### src/rtl/dtd_pkg.sv
package dtd_pkg;

  localparam int unsigned TABLE_SLOTS_DEF = 4096;
  localparam int unsigned INDEX_BITS_DEF  = 32;
  localparam logic [7:0]  TRIANGLE_VERTS  = 8'd3;

  typedef struct packed {
    logic        start_mesh;
    logic [7:0]  vertex_count;
    logic [31:0] vertex_a;
    logic [31:0] vertex_b;
    logic [31:0] vertex_c;
  } in_word_t;

  typedef struct packed {
    logic [31:0] facet_number;
    logic        is_duplicate;
    logic        skipped;
    logic        table_full;
    logic [31:0] duplicate_total;
  } out_word_t;

endpackage

### src/rtl/dtd_front.sv
module dtd_front #(
  parameter int unsigned TABLE_SLOTS = dtd_pkg::TABLE_SLOTS_DEF,
  parameter int unsigned INDEX_BITS  = dtd_pkg::INDEX_BITS_DEF,
  localparam int unsigned SB = $clog2(TABLE_SLOTS),
  localparam int unsigned EW = 2 + 3 * INDEX_BITS + SB
) (
  input  logic             clk_i,
  input  logic             rst_ni,
  input  logic             in_valid_i,
  output logic             in_stall_o,
  input  dtd_pkg::in_word_t in_word_i,
  output logic             q_valid_o,
  input  logic             q_pop_i,
  output logic [EW-1:0]    q_data_o
);

  logic [INDEX_BITS-1:0] a0, b0, c0, a1, b1, b2, c1, a2;
  logic [31:0]           fold;
  logic [SB-1:0]         hraw, hash;
  logic [SB:0]           hext;
  logic                  skip;
  logic [EW-1:0]         entry;
  logic [EW-1:0]         fifo_q [2];
  logic                  wptr_q, rptr_q;
  logic [1:0]            cnt_q;
  logic                  push;

  // three compare-swaps sort the key ascending
  always_comb begin
    a0 = in_word_i.vertex_a[INDEX_BITS-1:0];
    b0 = in_word_i.vertex_b[INDEX_BITS-1:0];
    c0 = in_word_i.vertex_c[INDEX_BITS-1:0];
    a1 = (a0 > b0) ? b0 : a0;
    b1 = (a0 > b0) ? a0 : b0;
    b2 = (b1 > c0) ? c0 : b1;
    c1 = (b1 > c0) ? b1 : c0;
    a2 = (a1 > b2) ? b2 : a1;
  end

  logic [INDEX_BITS-1:0] bs;
  assign bs = (a1 > b2) ? a1 : b2;

  // probe start: folded xor of the key, reduced below the slot count
  always_comb begin
    fold = 32'(a2 ^ bs ^ c1);
    hraw = SB'(fold ^ (fold >> 16));
    hext = {1'b0, hraw};
    if (hext >= (SB+1)'(TABLE_SLOTS)) begin
      hash = SB'(hext - (SB+1)'(TABLE_SLOTS));
    end else begin
      hash = hraw;
    end
  end

  assign skip  = in_word_i.vertex_count != dtd_pkg::TRIANGLE_VERTS;
  assign entry = {in_word_i.start_mesh, skip, c1, bs, a2, hash};

  assign in_stall_o = cnt_q == 2'd2;
  assign push       = in_valid_i && !in_stall_o;
  assign q_valid_o  = cnt_q != 2'd0;
  assign q_data_o   = fifo_q[rptr_q];

  always_ff @(posedge clk_i) begin
    if (push) begin
      fifo_q[wptr_q] <= entry;
    end
  end

  always_ff @(posedge clk_i or negedge rst_ni) begin
    if (!rst_ni) begin
      wptr_q <= 1'b0;
      rptr_q <= 1'b0;
      cnt_q  <= 2'd0;
    end else begin
      if (push) begin
        wptr_q <= !wptr_q;
      end
      if (q_pop_i) begin
        rptr_q <= !rptr_q;
      end
      cnt_q <= cnt_q + 2'(push) - 2'(q_pop_i);
    end
  end

endmodule

### config.mk
export PLATFORM = sky130hd
export DESIGN_NAME = dtd_front
export DESIGN_NICKNAME = d
export VERILOG_FILES = /design/src/rtl/dtd_pkg.sv /design/src/rtl/dtd_front.sv
export SDC_FILE = /design/constraint.sdc
export NUM_CORES = 1
export LEC_CHECK = 0
export ABC_AREA = 1
export BUFFER_PORTS_ARGS = -buffer_cell sky130_fd_sc_hd__buf_2
export CORE_UTILIZATION = 40
export DETAILED_ROUTE_END_ITERATION = 8
export PLACE_DENSITY = 0.59
export SLEW_MARGIN = 20
export SYNTH_ARGS = -nofsm -noshare
export SYNTH_HDL_FRONTEND = slang
export SYNTH_SLANG_ARGS = --single-unit
### constraint.sdc
create_clock -name clk_i -period 6.7 [get_ports clk_i]
set_input_delay 2.01 -clock clk_i [delete_from_list [all_inputs] [get_ports clk_i]]
set_output_delay 2.01 -clock clk_i [all_outputs]
set_load 0.01 [all_outputs]
==> impl_metrics.py, run 1 <==
metrics = {
    "status": {
        "run_status": "complete, but fails checks",
        "violations": "setup timing",
    },
    "timing": {
        "hold_viol": 0,
        "hold_slack_ps": 560.7,
        "fmaxAchievable_mhz": 144.3,
        "max_slew_margin_pct": 28.74,
        "clock_skew_ps": 12.06,
        "finalWorstSetupSlack_ps": -232.0,
        "fin_crit_ps": 6932,
        "finalMaxSlewViolations": 0,
        "period_share_pct": 103.5,
        "setup_viol_count_final": 128,
        "worstMarginPinSlew_ps": 1058,
        "rsz0062_at_grt": "yes",
    },
    "drt": {
        "ant_nets": 0,
        "drtPass1Iterations": 5,
        "drt_wl_total_um": 42320,
        "routedWlPerCell_um": 18.92,
        "initialDrtViolationCount": 845,
        "drc": 0,
        "via_count": 11400,
        "vias_per_cell": 5.094,
    },
    "pwr": {
        "sw_frac_of_total_pct": 37.01,
        "ir_worst_vdd_uv": 281.3,
        "p_seq_share_pct": 31.4,
        "power.internal_w": 0.004771,
        "leakage_nw": 8.622,
        "clkPwrFrac_pct": 18.2,
        "p_total_w": 0.007574,
        "pwr-share-comb_pct": 50.4,
        "powerDensity_mw_per_mm2": 387.3,
        "switchingPower_w": 0.002803,
    },
    "critical_path": {
        "crit_path_start_kind": "input pin",
        "slowest_delay_ps": 300,
        "cpMostUsedCell": "nand2_2",
        "crit_path_start": "in_word_i[55]",
        "cp.required_ps": 6970,
        "r2r-start": "cnt_q[1]",
        "critPathKind": "in2reg",
        "worstReg2RegEnd": "fifo_q[1][12]",
        "r2r_slack_ps": 4250,
        "end_kind": "flop",
        "ff2ff_path_depth": 4,
        "cp_slowest_cell": "ha_1",
        "cp_max_fo": 8,
        "worstPathArrival_ps": 7210,
    },
    "hold_path": {
        "min_from": "cnt_q[0]",
        "hold_end": "cnt_q[0]",
        "hp-class": "reg2reg",
        "min_path_cells": 1,
    },
    "clock_network": {
        "clockBufferDepth": 3,
        "clk_pin_slew_ps": 50,
        "cts_tree": "yes",
        "cts.sinks": 224,
        "cts_made_buffers": 26,
        "insertion_delay_ps": 530,
        "h-tree-depth": 1,
        "cts-root-buf": "clkbuf_16",
    },
    "synth": {
        "synth.net_count": 1523,
        "yosys_warnings": 0,
        "ys_ff_latch": 224,
        "synth_area_mm2": 0.01330,
        "ys_seq_area_share_pct": 50.44,
        "netlist_instances": 1308,
        "avgSynthCellArea_um2": 10.16,
        "synth.distinct_cells": 39,
    },
    "grt": {
        "antenna_found_initial": 2,
        "grt_overflow": 0,
        "track_usage_pct": 23.33,
        "grt_pass1_wl_um": 59330,
        "grt_pass1_vias": 10700,
        "grt_max_degree": 59,
    },
    "die": {
        "die_area_mm2": 0.03397,
        "core_area_mm2": 0.03262,
        "die_w_um": 184.3,
        "initial_core_util_pct": 40.76,
        "ios": 221,
        "row_count": 66,
        "die_h_um": 184.3,
    },
    "final_layout": {
        "fin_util_pct": 59.95,
        "area_growth_pct": 47.08,
        "fillers": 2697,
        "fin_area_mm2": 0.01956,
        "drive_above_1_share_pct": 51.78,
        "fin_nets": 1989,
    },
    "place": {
        "io_buffers": 220,
        "dpl_worst_slack_ps": -1151,
        "hpwl_um": 30780,
        "gp_congestion": 0.9245,
        "placed_area_mm2": 0.01699,
    },
    "job": {
        "drv_cap": 0,
    },
}
## registers in the layout, summed over array words and instances, names as in the netlist
register / flops
wptr_q: 1
rptr_q: 1
fifo_q: 220
cnt_q: 2
## synthesized netlist by cell type (all sizes together)
library cell / number / area share, %
or2: 1 / 0.047
a21oi: 73 / 2.7
nand2: 313 / 9.1
edfxtp: 220 / 50
buf: 33 / 1.6
xor2: 27 / 1.8
o21ai: 104 / 3.9
nor2: 53 / 1.5
nor4: 3 / 0.14
a21o: 1 / 0.056
nand4: 10 / 0.52
o21a: 4 / 0.23
clkbuf: 25 / 0.71
and2: 1 / 0.047
mux2: 110 / 9.3
dfrtp: 4 / 0.75
a211oi: 3 / 0.17
nor3: 4 / 0.23
a31oi: 1 / 0.047
nand3: 72 / 2.8
and3: 1 / 0.047
o21bai: 2 / 0.11
nand3b: 3 / 0.17
o221a: 1 / 0.085
ha: 106 / 10
inv: 120 / 3.4
xnor2: 13 / 0.86
## stage by stage
| stage | std cells | setup TNS (ps) |
|---|---|---|
| 3_3_place_gp | 2150 | -146560 |
| 2_1_floorplan | 1308 | -150330 |
| 6_report | 2237 | -22770 |
| 5_1_grt | 2237 | -52930 |
| 4_1_cts | 2206 | -7036 |
| 3_5_place_dp | 2150 | -146650 |
## cell type report
class                   instances  area, um^2  share of cell area, %
diodes                          1       2.502                0.01280
inverters                     120       480.5                  2.457
clock buffers                  38       716.9                  3.666
clock inverters                10       112.6                 0.5759
well taps                     442       553.0                  2.828
repair buffers                495        3702                  18.93
multi-input cells             907        7277                  37.21
flip-flops and latches        224        6710                  34.31
## cells by family (layout without fill, tap and decap cells)
kind of cell    after synthesis  in the layout  share of synthesized area (%)
buf+inv                     178            663                          5.712
compound gates              189            189                          7.359
other cells                   0              1                              0
xor+xnor                     40             40                          2.635
simple gates                461            462                          14.56
flops                       224            224                          50.44
mux                         110            110                          9.317
fa+ha+maj                   106            106                          9.976
## power groups by stage
stage	Clock [W]	Sequential, W	Combinational (W)
2_1_floorplan	0	0.00237	0.00196
3_3_place_gp	0	0.00240	0.00321
3_5_place_dp	0	0.00242	0.00324
4_1_cts	0.00141	0.00239	0.00333
5_1_grt	0.00146	0.00243	0.00412
6_report	0.00138	0.00238	0.00382
## worst max path at each step
stage | to | slack [ps]
floorplan | fifo_q[0][0] | -670
finish | fifo_q[1][35] | -230
CTS | fifo_q[1][13] | -120
global placement | fifo_q[0][27] | -1150
global route | fifo_q[1][35] | -470
detailed placement | fifo_q[0][27] | -1150
## cell usage in the layout (no fill, tap or decap), types with 10 or more instances in the layout
cell,instances
buf_4,235
edfxtp_1,220
buf_2,216
nand2_1,195
mux2_2,110
inv_1,103
nand2_2,87
ha_1,83
o21ai_0,78
nand3_2,55
a21oi_1,44
clkbuf_16,39
nor2_1,37
nand2_4,28
xor2_1,27
a21oi_2,24
ha_4,22
nand3_1,16
buf_12,16
xnor2_1,13
inv_2,12
clkbuf_1,11
buf_6,11
o21ai_1,10
## critical path, delay by kind of cell
family          cells  cell delay [ps]
simple gates       21             2510
buf+inv            11             1350
fa+ha+maj           3              840
compound gates      5              500
## metal layers
layer  wire length, um  track usage [%]  vias to the layer above
met5                13                0                        -
met4              1095            6.267                        2
li1                  -                -                     5481
met3              2257            3.201                       69
met1             18340            30.62                     5437
met2             20610            40.17                      406
## what timing repair did
| action | in CTS | in global routing |
|---|---|---|
| pin swaps | 4 | 77 |
| endpoints found under the setup margin | 128 | 134 |
| gates cloned | 2 | 14 |
| buffers inserted | 6 | 20 |
| gates resized for setup | 47 | 253 |
| hold buffers | 0 | 0 |
(Power assumes the default switching activity.)
==> run 2: changes to the inputs <==
Settings changed: ABC_AREA 1 to unset.
==> impl_metrics.py, run 2 <==
metrics = {
    "grt": {
        "global_route.usage.met2_pct": 37.71,
        "grt_overflow": 0,
        "use_met3_pct": 3.320,
        "grt_use_met1_pct": 30.54,
        "grt_max_degree": 68,
        "grt_pass1_vias": 10290,
        "antenna_found_initial": 3,
        "track_usage_pct": 22.78,
        "grt-busiest-layer": "met2",
        "grt_pass1_wl_um": 57860,
    },
    "die": {
        "initial_core_util_pct": 40.76,
        "ios": 221,
        "core_area_mm2": 0.03262,
        "row_count": 66,
        "die_w_um": 184.3,
        "die_area_mm2": 0.03397,
        "die_h_um": 184.3,
    },
    "critical_path": {
        "cp_max_fo": 8,
        "ff2ff_path_depth": 4,
        "worstReg2RegEnd": "fifo_q[0][12]",
        "cp.required_ps": 6990,
        "slowest_delay_ps": 520,
        "worstPathArrival_ps": 8420,
        "end_kind": "flop",
        "r2r-start": "cnt_q[1]",
        "cpMostUsedCell": "buf_6",
        "crit_path_start_kind": "input pin",
        "critPathKind": "in2reg",
        "cp_slowest_cell": "or4b_4",
        "r2r_slack_ps": 4720,
    },
    "clock_network": {
        "cts_made_buffers": 26,
        "holdBufCountCts": 0,
        "cts-root-buf": "clkbuf_16",
        "clockBufferDepth": 3,
        "insertion_delay_ps": 540,
        "clk_pin_slew_ps": 60,
        "cts.sinks": 224,
        "h-tree-depth": 1,
        "cts_tree": "yes",
    },
    "place": {
        "io_buffers": 220,
        "hpwl_um": 28260,
        "dpl_worst_slack_ps": -2572,
        "gp_congestion": 0.8676,
    },
    "drt": {
        "initialDrtViolationCount": 680,
        "via_count": 10300,
        "routedWlPerCell_um": 19.80,
        "ant_nets": 0,
        "vias_per_cell": 5.127,
        "drt_wl_total_um": 39780,
        "drc": 0,
        "drtPass1Iterations": 5,
    },
    "synth": {
        "synth_area_leaders": "edfxtp_1 (50%), mux2_2 (12%), ha_1 (10%)",
        "synth.net_count": 1273,
        "yosys_warnings": 0,
        "ys_seq_area_share_pct": 50.44,
        "ys.flop_type": "edfxtp_1",
        "netlist_instances": 1058,
        "synth_top_area_share_pct": 49.69,
        "avgSynthCellArea_um2": 12.57,
        "synth_area_mm2": 0.01330,
        "synth.top_cells.by_count": "edfxtp_1 (220), mux2_2 (143), ha_1 (106)",
        "synth_most_common_cell": "edfxtp_1",
        "synth_edf_count": 220,
        "synth.distinct_cells": 56,
        "ys_ff_latch": 224,
        "async_flop_share_pct": 1.786,
        "synth_area_leader_cell": "edfxtp_1",
    },
    "final_layout": {
        "area_growth_pct": 44.87,
        "top_register": "fifo_q",
        "mostFrequentLayoutCell": "buf_4",
        "fin_nets": 1761,
        "fillers": 2701,
        "drive_above_1_share_pct": 54.57,
        "largest_reg_flops": 220,
        "final_cell_mix": "buf_4 (245), edfxtp_1 (220), buf_2 (218)",
        "largestRegisters": "fifo_q x220, cnt_q x2",
    },
    "timing": {
        "period_share_pct": 121.4,
        "hold_viol": 0,
        "finalWorstSetupSlack_ps": -1436,
        "finalMaxSlewViolations": 0,
        "max_slew_margin_pct": 29.92,
        "rsz0062_at_grt": "yes",
        "fin_crit_ps": 8136,
        "setup_viol_count_final": 130,
        "clock_skew_ps": 10.64,
        "setup_tns_ps": -177540,
        "worstMarginPinSlew_ps": 1051,
        "fmaxAchievable_mhz": 122.9,
    },
    "pwr": {
        "clkPwrFrac_pct": 18.8,
        "powerDensity_mw_per_mm2": 366.5,
        "leakage_nw": 8.102,
        "power.internal_w": 0.004604,
        "p_seq_share_pct": 33.1,
        "sw_frac_of_total_pct": 34.79,
        "ir_worst_vdd_uv": 374.9,
        "pwr-share-comb_pct": 48.0,
        "switchingPower_w": 0.002456,
    },
    "job": {
        "drv_cap": 0,
    },
    "hold_path": {
        "min_from": "cnt_q[1]",
        "hold_end": "cnt_q[1]",
        "hp-class": "reg2reg",
        "min_path_cells": 1,
    },
    "status": {
        "violations": "setup timing",
        "run_status": "complete, but fails checks",
    },
}
[run 2: changes by cell type after synthesis, sizes merged, moves of 9 or more]
cell	previous run	this run
mux2i	0	94
xor2	27	13
o21ai	104	48
buf	33	23
a21oi	73	63
nor2	53	44
a21o	1	13
nand3	72	10
mux2	110	143
nand2	313	49
nand4	10	23
xnor2	13	28
inv	120	98
[run 2: worst max path at each step]
stage,from,to,slack (ps),depth (start not counted)
floorplan,in_word_i[33],fifo_q[0][16],-1740,33
global placement,in_word_i[47],fifo_q[0][66],-2440,28
detailed placement,in_word_i[46],fifo_q[1][30],-2570,27
CTS,in_word_i[33],fifo_q[1][45],-1350,32
global route,in_word_i[46],fifo_q[1][39],-1610,34
finish,in_word_i[47],fifo_q[1][39],-1440,35
[run 2: layout make-up]
cell class	instances	area [um^2]	area share (%)
diodes	2	5.005	0.02598
clock buffers	29	661.9	3.436
multi-input cells	694	7177	37.26
well taps	442	553.0	2.871
flip-flops and latches	224	6710	34.84
inverters	99	381.6	1.981
repair buffers	501	3636	18.88
clock inverters	18	136.4	0.7081
[run 2: worst max-delay path, delay by kind of cell]
kind                       cells  cell delay, ps
and+or+nand+nor                6             990
AOI/OAI and AO/OA             11            2140
adders and majority gates      3             780
muxes                          3             750
buffers and inverters         12            1680
[run 2: cells by family (layout without fill, tap and decap cells)]
logic type / count (synthesis) / count (layout) / share of synthesized area, %
mux: 237 / 237 / 19.19
flops: 224 / 224 / 50.44
compound gates: 156 / 156 / 7.143
simple gates: 154 / 154 / 5.505
buf+inv: 140 / 647 / 5.044
fa+ha+maj: 106 / 106 / 9.976
xor+xnor: 41 / 41 / 2.701
other cells: 0 / 2 / 0
[run 2: routing by layer]
metal  up-vias  share of wire [%]
met4         2                3.0
li1       4909                  -
met1      5042                 45
met5         -              0.030
met3        68                4.6
met2       279                 48
[run 2: timing repair]
action,4_1_cts,5_1_grt
gates resized for setup,138,117
pin swaps,28,39
endpoints found under the setup margin,204,193
gates cloned,7,2
buffers inserted,19,10
[run 2: power by group through the flow]
stage	Clock [W]	Sequential (W)	Combinational, W
final	0.00133	0.00234	0.00339
after floorplan	0	0.00228	0.00180
after global placement	0	0.00235	0.00285
after CTS	0.00136	0.00234	0.00318
after detailed placement	0	0.00237	0.00288
after global routing	0.00141	0.00238	0.00363
[run 2: through the flow]
step	util (%)	hold slack [ps]	cell area, um^2	total power (W)	instances
2_1_floorplan	-	460.4	13410	0.004084	1058
3_3_place_gp	51.22	477.1	16710	0.005204	1929
3_5_place_dp	51.22	484.4	16710	0.005251	1929
4_1_cts	56.87	492.1	18550	0.006881	2002
5_1_grt	59.05	525.5	19260	0.007425	2009
6_report	59.05	487.2	19260	0.007060	2009
